File: config.mk
export PLATFORM = sky130hd
export DESIGN_NAME = alpha_beta_angle_speed_tracker_core
export DESIGN_NICKNAME = d
export VERILOG_FILES = /design/src/sv/abast_pkg.sv /design/src/sv/alpha_beta_angle_speed_tracker_core.sv
export SDC_FILE = /design/constraint.sdc
export NUM_CORES = 2
export LEC_CHECK = 0
export BUFFER_PORTS_ARGS = -buffer_cell sky130_fd_sc_hd__buf_2
export CORE_MARGIN = 3
export CORE_UTILIZATION = 41
export DETAILED_ROUTE_END_ITERATION = 8
export GPL_ROUTABILITY_DRIVEN = 0
export PLACE_DENSITY = 0.58
export SYNTH_ARGS = -nofsm -noshare
export SYNTH_HDL_FRONTEND = slang
export SYNTH_SLANG_ARGS = --single-unit
File: constraint.sdc
create_clock -name aclk -period 8.6 [get_ports aclk]
set_input_delay 0.43 -clock aclk [delete_from_list [all_inputs] [get_ports aclk]]
set_output_delay 0.43 -clock aclk [all_outputs]
set_load 0.005 [all_outputs]
File: src/sv/abast_pkg.sv
// shared types and constants for the alpha-beta angle and speed tracker
package abast_pkg;

    localparam int ANGLE_EST_W = 25;
    localparam int FREQ_W      = 32;
    localparam int POS_W       = 16;
    localparam int SPEED_W     = 16;
    localparam int M_FIELDS_W  = ANGLE_EST_W + FREQ_W + POS_W + SPEED_W;
    localparam int M_TDATA_W   = ((M_FIELDS_W + 7) / 8) * 8;

    localparam int ALPHA_W     = 25;
    localparam int BETA_W      = 31;
    localparam int DT_W        = 25;
    localparam int SGAIN_W     = 12;
    localparam int CFG_DATA_W  = 31;
    localparam int CFG_ADDR_W  = 2;

    localparam int SPD_SHIFT   = 12;
    localparam int POS_MULT    = 9;

    localparam logic [CFG_ADDR_W-1:0] REG_ALPHA_GAIN   = 2'd0;
    localparam logic [CFG_ADDR_W-1:0] REG_BETA_OVER_DT = 2'd1;
    localparam logic [CFG_ADDR_W-1:0] REG_DT_STEP      = 2'd2;
    localparam logic [CFG_ADDR_W-1:0] REG_SPEED_GAIN   = 2'd3;

    localparam logic [ALPHA_W-1:0] ALPHA_RESET = 25'd1482505;
    localparam logic [BETA_W-1:0]  BETA_RESET  = 31'd4764889;
    localparam logic [DT_W-1:0]    DT_RESET    = 25'd838;
    localparam logic [SGAIN_W-1:0] SGAIN_RESET = 12'd220;

    typedef logic signed [FREQ_W:0]       mul_op_t;
    typedef logic signed [2*FREQ_W+1:0]   mul_prod_t;

endpackage

File: src/sv/alpha_beta_angle_speed_tracker_core.sv
// alpha-beta angle and speed tracker with one shared multiplier under a sequencer
//
//   channel  dir  handshake            payload (lowest bit up)
//   s_       in   s_tvalid/s_tready    angle_sample
//   m_       out  m_tvalid/m_tready    angle_estimate, frequency_estimate,
//                                      position_command, speed_command
//   cfg_     in   cfg_wr_en            cfg_addr selects register, cfg_wdata
//
// each request passes through the single 33x33 multiplier used four times
// and the add/wrap steps between them.
// s_tready is high only while the sequencer is idle.
// a finished result waits in the output register; the next request is
// taken while it waits and stalls only at its own final step.
// aresetn is synchronous, active low; it clears the estimates and loads the reset gains.
module alpha_beta_angle_speed_tracker_core #(
    parameter int ANGLE_BITS = 12,
    parameter int FRAC_BITS  = 24,
    parameter int S_TDATA_W  = ((ANGLE_BITS + 7) / 8) * 8
) (
    input  logic                                aclk,
    input  logic                                aresetn,
    input  logic                                s_tvalid,
    output logic                                s_tready,
    input  logic [S_TDATA_W-1:0]                s_tdata,   // angle_sample
    output logic                                m_tvalid,
    input  logic                                m_tready,
    // angle_estimate, frequency_estimate, position_command, speed_command
    output logic [abast_pkg::M_TDATA_W-1:0]     m_tdata,
    input  logic                                cfg_wr_en,
    input  logic [abast_pkg::CFG_ADDR_W-1:0]    cfg_addr,
    input  logic [abast_pkg::CFG_DATA_W-1:0]    cfg_wdata
);
    import abast_pkg::*;

    localparam logic signed [FREQ_W-1:0] Q_ONE     = 32'sd1 <<< FRAC_BITS;
    localparam logic signed [FREQ_W-1:0] Q_ONE_NEG = -(32'sd1 <<< FRAC_BITS);
    localparam int SAMP_SHIFT = FRAC_BITS - ANGLE_BITS;

    localparam logic [3:0] ST_IDLE      = 4'd0;
    localparam logic [3:0] ST_MUL_PRED  = 4'd1;
    localparam logic [3:0] ST_ADD_PRED  = 4'd2;
    localparam logic [3:0] ST_WRAP_HI   = 4'd3;
    localparam logic [3:0] ST_WRAP_LO   = 4'd4;
    localparam logic [3:0] ST_ERR       = 4'd5;
    localparam logic [3:0] ST_EWRAP_HI  = 4'd6;
    localparam logic [3:0] ST_EWRAP_LO  = 4'd7;
    localparam logic [3:0] ST_MUL_ALPHA = 4'd8;
    localparam logic [3:0] ST_MUL_BETA  = 4'd9;
    localparam logic [3:0] ST_FREQ      = 4'd10;
    localparam logic [3:0] ST_MUL_SPD   = 4'd11;
    localparam logic [3:0] ST_SPD_WAIT  = 4'd12;
    localparam logic [3:0] ST_DONE      = 4'd13;

    logic [3:0]                state_reg, state_next;
    logic [ALPHA_W-1:0]        alpha_reg;
    logic [BETA_W-1:0]         beta_reg;
    logic [DT_W-1:0]           dt_reg;
    logic [SGAIN_W-1:0]        sgain_reg;
    logic signed [FREQ_W-1:0]  angle_state_reg;
    logic signed [FREQ_W-1:0]  freq_state_reg;
    logic signed [FREQ_W-1:0]  acc_reg;
    logic signed [FREQ_W-1:0]  err_reg;
    logic [ANGLE_BITS-1:0]     samp_reg;
    mul_prod_t                 prod_reg;
    logic                      m_valid_reg;
    logic [M_TDATA_W-1:0]      m_tdata_reg;

    mul_op_t                   mul_a, mul_b;
    logic signed [FREQ_W-1:0]  prod_q;
    logic signed [FREQ_W-1:0]  freq_shr;
    logic signed [FREQ_W-1:0]  spd_full;
    logic signed [SPEED_W-1:0] spd_sat;
    logic [FREQ_W-1:0]         samp_scaled;
    logic [ANGLE_BITS+3:0]     pos_full;
    logic [POS_W-1:0]          pos_cmd;
    logic                      out_free;
    logic                      s_fire;

    assign s_tready    = (state_reg == ST_IDLE);
    assign s_fire      = s_tvalid && s_tready;
    assign m_tvalid    = m_valid_reg;
    assign m_tdata     = m_tdata_reg;
    assign out_free    = !m_valid_reg || m_tready;

    assign prod_q      = prod_reg[FRAC_BITS +: FREQ_W];
    assign freq_shr    = freq_state_reg >>> SPD_SHIFT;
    assign spd_full    = prod_reg[SPD_SHIFT +: FREQ_W];
    assign samp_scaled = FREQ_W'(samp_reg) << SAMP_SHIFT;
    assign pos_full    = ({4'b0, samp_reg} << 3) + {4'b0, samp_reg};
    assign pos_cmd     = POS_W'(pos_full);

    always_comb begin
        if (spd_full > 32'sd32767) begin
            spd_sat = 16'sh7fff;
        end else if (spd_full < -32'sd32768) begin
            spd_sat = 16'sh8000;
        end else begin
            spd_sat = spd_full[SPEED_W-1:0];
        end
    end

    // shared multiplier operand select
    always_comb begin
        mul_a = '0;
        mul_b = '0;
        unique case (state_reg)
            ST_MUL_PRED: begin
                mul_a = {freq_state_reg[FREQ_W-1], freq_state_reg};
                mul_b = $signed({8'b0, dt_reg});
            end
            ST_MUL_ALPHA: begin
                mul_a = $signed({8'b0, alpha_reg});
                mul_b = {err_reg[FREQ_W-1], err_reg};
            end
            ST_MUL_BETA: begin
                mul_a = {err_reg[FREQ_W-1], err_reg};
                mul_b = $signed({2'b0, beta_reg});
            end
            ST_MUL_SPD: begin
                mul_a = {freq_shr[FREQ_W-1], freq_shr};
                mul_b = $signed({21'b0, sgain_reg});
            end
            default: begin
                mul_a = '0;
                mul_b = '0;
            end
        endcase
    end

    always_comb begin
        state_next = state_reg;
        unique case (state_reg)
            ST_IDLE:      if (s_fire) state_next = ST_MUL_PRED;
            ST_MUL_PRED:  state_next = ST_ADD_PRED;
            ST_ADD_PRED:  state_next = ST_WRAP_HI;
            ST_WRAP_HI:   state_next = ST_WRAP_LO;
            ST_WRAP_LO:   state_next = ST_ERR;
            ST_ERR:       state_next = ST_EWRAP_HI;
            ST_EWRAP_HI:  state_next = ST_EWRAP_LO;
            ST_EWRAP_LO:  state_next = ST_MUL_ALPHA;
            ST_MUL_ALPHA: state_next = ST_MUL_BETA;
            ST_MUL_BETA:  state_next = ST_FREQ;
            ST_FREQ:      state_next = ST_MUL_SPD;
            ST_MUL_SPD:   state_next = ST_SPD_WAIT;
            ST_SPD_WAIT:  state_next = ST_DONE;
            ST_DONE:      if (out_free) state_next = ST_IDLE;
            default:      state_next = ST_IDLE;
        endcase
    end

    always_ff @(posedge aclk) begin
        if (!aresetn) begin
            state_reg       <= ST_IDLE;
            alpha_reg       <= ALPHA_RESET;
            beta_reg        <= BETA_RESET;
            dt_reg          <= DT_RESET;
            sgain_reg       <= SGAIN_RESET;
            angle_state_reg <= '0;
            freq_state_reg  <= '0;
            m_valid_reg     <= 1'b0;
        end else begin
            state_reg <= state_next;

            if (cfg_wr_en) begin
                unique case (cfg_addr)
                    REG_ALPHA_GAIN:   alpha_reg <= cfg_wdata[ALPHA_W-1:0];
                    REG_BETA_OVER_DT: beta_reg  <= cfg_wdata[BETA_W-1:0];
                    REG_DT_STEP:      dt_reg    <= cfg_wdata[DT_W-1:0];
                    REG_SPEED_GAIN:   sgain_reg <= cfg_wdata[SGAIN_W-1:0];
                    default: ;
                endcase
            end

            if (state_reg == ST_MUL_BETA) begin
                angle_state_reg <= acc_reg + prod_q;
            end
            if (state_reg == ST_FREQ) begin
                freq_state_reg <= freq_state_reg + prod_q;
            end

            if (state_reg == ST_DONE && out_free) begin
                m_valid_reg <= 1'b1;
            end else if (m_tready) begin
                m_valid_reg <= 1'b0;
            end
        end
    end

    // datapath, no reset needed
    always_ff @(posedge aclk) begin
        // product holds until the next multiply step
        if (state_reg == ST_MUL_PRED || state_reg == ST_MUL_ALPHA ||
            state_reg == ST_MUL_BETA || state_reg == ST_MUL_SPD) begin
            prod_reg <= mul_a * mul_b;
        end
        if (s_fire) begin
            samp_reg <= s_tdata[ANGLE_BITS-1:0];
        end
        unique case (state_reg)
            ST_ADD_PRED: acc_reg <= angle_state_reg + prod_q;
            ST_WRAP_HI:  if (acc_reg > Q_ONE) acc_reg <= acc_reg - Q_ONE;
            ST_WRAP_LO:  if (acc_reg < 0) acc_reg <= acc_reg + Q_ONE;
            ST_ERR:      err_reg <= $signed(samp_scaled) - acc_reg;
            ST_EWRAP_HI: if (err_reg > Q_ONE) err_reg <= err_reg - Q_ONE;
            ST_EWRAP_LO: if (err_reg < Q_ONE_NEG) err_reg <= err_reg + Q_ONE;
            default: ;
        endcase
        if (state_reg == ST_DONE && out_free) begin
            m_tdata_reg <= {{(M_TDATA_W - M_FIELDS_W){1'b0}}, spd_sat, pos_cmd,
                            freq_state_reg, angle_state_reg[ANGLE_EST_W-1:0]};
        end
    end

endmodule

==> flow_metrics.py <==
metrics = {
    "synthesis": {
        "synthDominantCellAreaShare_pct": 37.54,
        "ys_ff_latch": 371,
        "syn_area_per_cell_um2": 9.064,
        "synth_simple_gate_area_share_pct": 15.37,
        "synthTopCellsByArea": "fa_1 (38%), edfxtp_1 (12%), inv_1 (7.4%), ha_1 (7.3%), nand2_1 (7.3%)",
        "yosys_warnings": 0,
        "synthAdderAreaFrac_pct": 44.84,
        "synth_top_family_by_area": "adder cells",
        "synth-xor-area-share_pct": 2.899,
        "synth_compound_area_share_pct": 9.374,
        "syn-cell-area_um2": 53480,
        "synth-main-ff-cell": "edfxtp_1",
        "async_reset_ff_share_pct": 0,
        "yosysTopAreaCell": "fa_1",
        "synth_edf_count": 209,
        "synthMuxAreaShare_pct": 0.1123,
        "synth_cell_types": 93,
        "seq_area_frac_synth_pct": 17.80,
        "syn-instance-count": 5901,
    },
    "drt": {
        "ant_nets": 0,
        "drt-initial-drc-count": 4080,
        "dr.pass1.iters": 6,
        "wl_per_cell_um": 23.00,
        "wl_mm": 189.6,
        "vias": 44500,
        "drc": 0,
        "via_per_inst": 5.400,
    },
    "placed_design": {
        "dp_cells": 8120,
        "hpwl_mm": 157.7,
        "port_buffers": 140,
    },
    "final_layout": {
        "syn_to_final_growth_pct": 19.94,
        "largest_register_ffs": 89,
        "nets": 7847,
        "layout.cells.non_filler": 8241,
        "drive_gt1_share_pct": 17.49,
        "final_cell_mix": "inv_1 (1052), nand2_1 (1015), fa_1 (977)",
        "final_common_cell": "inv_1",
    },
    "setup_path": {
        "cp_common_cell": "fa_1",
        "r2r_setup_slack_ns": 0.04,
        "slowest_stage": "fa_1",
        "slowest_delay_ns": 0.56,
        "arrival_ns": 8.88,
        "startpoint_type": "register",
        "cp.required_ns": 8.92,
        "critical_path.endpoint_type": "register",
        "crit_type": "reg -> reg",
        "cp_max_fo": 7,
    },
    "floorplanning": {
        "dieHeight_um": 367.2,
        "io_pins": 152,
        "die_w_um": 367.2,
        "coreArea_um2": 128500,
        "initial_core_util_pct": 41.62,
        "row_count": 131,
        "die-area_um2": 134800,
    },
    "sta": {
        "max_freq_mhz": 116.8,
        "min_period_ns": 8.565,
        "worst_pin_slew_ns": 1.336,
        "rsz0062_at_grt": "yes",
        "setup_viol": 0,
        "finalCritPeriodShare_pct": 99.59,
        "final_hold_viol_count": 0,
        "slew_headroom_pct": 10.28,
        "holdWs_ns": 0.03347,
        "skew_ns": 0.02735,
        "report.final.slew_viol_count": 0,
    },
    "cts": {
        "cts_tree": "built",
        "cts.root.buffer_cell": "clkbuf_16",
        "ctsLongestPathBuffers": 3,
        "hold_buffers": 0,
        "cts_sinks": 371,
        "cts_buffers": 36,
        "htreeDepth": 2,
        "clock_latency_ns": 0.57,
        "cts.clk_slew.worst_paths_ns": 0.07,
    },
    "power_and_ir_drop": {
        "vdd_drop_max_uv": 111.1,
        "powerDensity_nw_per_um2": 68.56,
        "leakage_nw": 29.19,
    },
    "run_status": {
        "outcome": "complete, no violations",
    },
    "global_route": {
        "grt_pass1_wl_mm": 283.1,
        "grt_overflow": 0,
        "grt_pass1_vias": 45230,
        "grt_max_degree": 100,
        "antenna_found_initial": 6,
        "grt_usage_pct": 27.90,
    },
    "hold_path": {
        "hold_class": "in -> reg",
    },
    "flow_run": {
        "max-cap-violations": 0,
    },
}
==> stage by stage <==
| step | area [um^2] | total power, W | utilization, % | worst slack [ns] | TNS (ns) |
|---|---|---|---|---|---|
| 5_1_grt | 64140 | 0.004554 | 49.92 | -0.1744 | -1.232 |
| 4_1_cts | 62770 | 0.004360 | 48.84 | -0.02038 | -0.02977 |
| 3_5_place_dp | 61280 | 0.002668 | 47.69 | -0.5157 | -7.106 |
| 6_report | 64150 | 0.004398 | 49.92 | 0.03542 | 0 |
| 3_3_place_gp | 61280 | 0.002659 | 47.69 | -0.4736 | -6.937 |
| 2_1_floorplan | 53540 | 0.002399 | - | 0.008840 | 0 |
==> cell usage after synthesis (12+ instances only) <==
cell type,n
o21bai_1,16
xor2_1,66
fa_1,1003
a21boi_0,77
xnor2_1,111
and2_1,84
a21oi_1,137
buf_2,26
nor2_1,540
clkbuf_1,242
o21a_1,23
nand3_1,77
and3_1,25
nor3_1,33
nand2b_1,31
nor2b_1,21
buf_1,15
o31ai_1,12
dfxtp_1,162
inv_1,1058
nor4_1,20
ha_1,312
a21o_1,78
edfxtp_1,209
a22oi_1,79
nand4_1,22
o21ai_0,143
nand2_1,1036
a211oi_1,14
a31oi_1,17
==> area by class of cell <==
| class | count | area [um^2] |
|---|---|---|
| Clock inverter | 21 | 212.7 |
| Multi-Input combinational cell | 4186 | 39790 |
| Clock buffer | 45 | 996.0 |
| Tap cell | 1729 | 2163 |
| Sequential cell | 371 | 9527 |
| Inverter | 1058 | 3971 |
| Antenna cell | 6 | 15.01 |
| Fill cell | 12120 | 64350 |
| Timing Repair Buffer | 825 | 7476 |
==> where the power goes <==
group / total (W) / switching [W] / internal (W)
logic: 0.000696 / 0.000423 / 0.000272
registers: 0.00201 / 0.0000785 / 0.00193
clock network: 0.00169 / 0.000764 / 0.000925
==> logic make-up after synthesis <==
kind of cell | after synthesis
adders and majority gates | 1315
other | 1
muxes | 6
and+or+nand+nor | 1950
DFF | 371
xor gates and xnor gates | 177
AOI/OAI and AO/OA | 731
buffers and inverters | 1350
==> per-layer routing <==
metal	routed length [um]	track usage [%]	vias to the layer above	share of wire, %
met5	55	0	-	0.029
met4	11710	13.41	2	6.2
met3	18080	5.329	459	9.5
met2	83690	43.11	2101	44
met1	76030	37.77	22450	40
li1	-	-	19490	-
==> timing repair <==
item / CTS / global route
buffers inserted: 6 / 33
pin swaps: 12 / 70
gates cloned: 1 / 10
gates resized for setup: 67 / 227
endpoints found under the setup margin: 27 / 29
==> worst max-delay path, delay by kind of cell (launching register included) <==
family          cells  cell delay [ns]
fa+ha+maj           9             4.00
xor+xnor            1             0.13
simple gates        7             1.39
buf+inv            12             1.29
compound gates      6             1.12
flops               1             0.34
==> worst paths after layout <==
| path | startpoint | end | cells past startpoint |
|---|---|---|---|
| min | s_tdata[9] | samp_reg[9] | 1 |
| min reg2reg | dt_reg[18] | dt_reg[18] | 2 |
| max reg2reg | state_reg[3] | prod_reg[54] | 35 |
| max | state_reg[3] | prod_reg[54] | 35 |
Note: power is estimated with default switching activity, not from simulation.
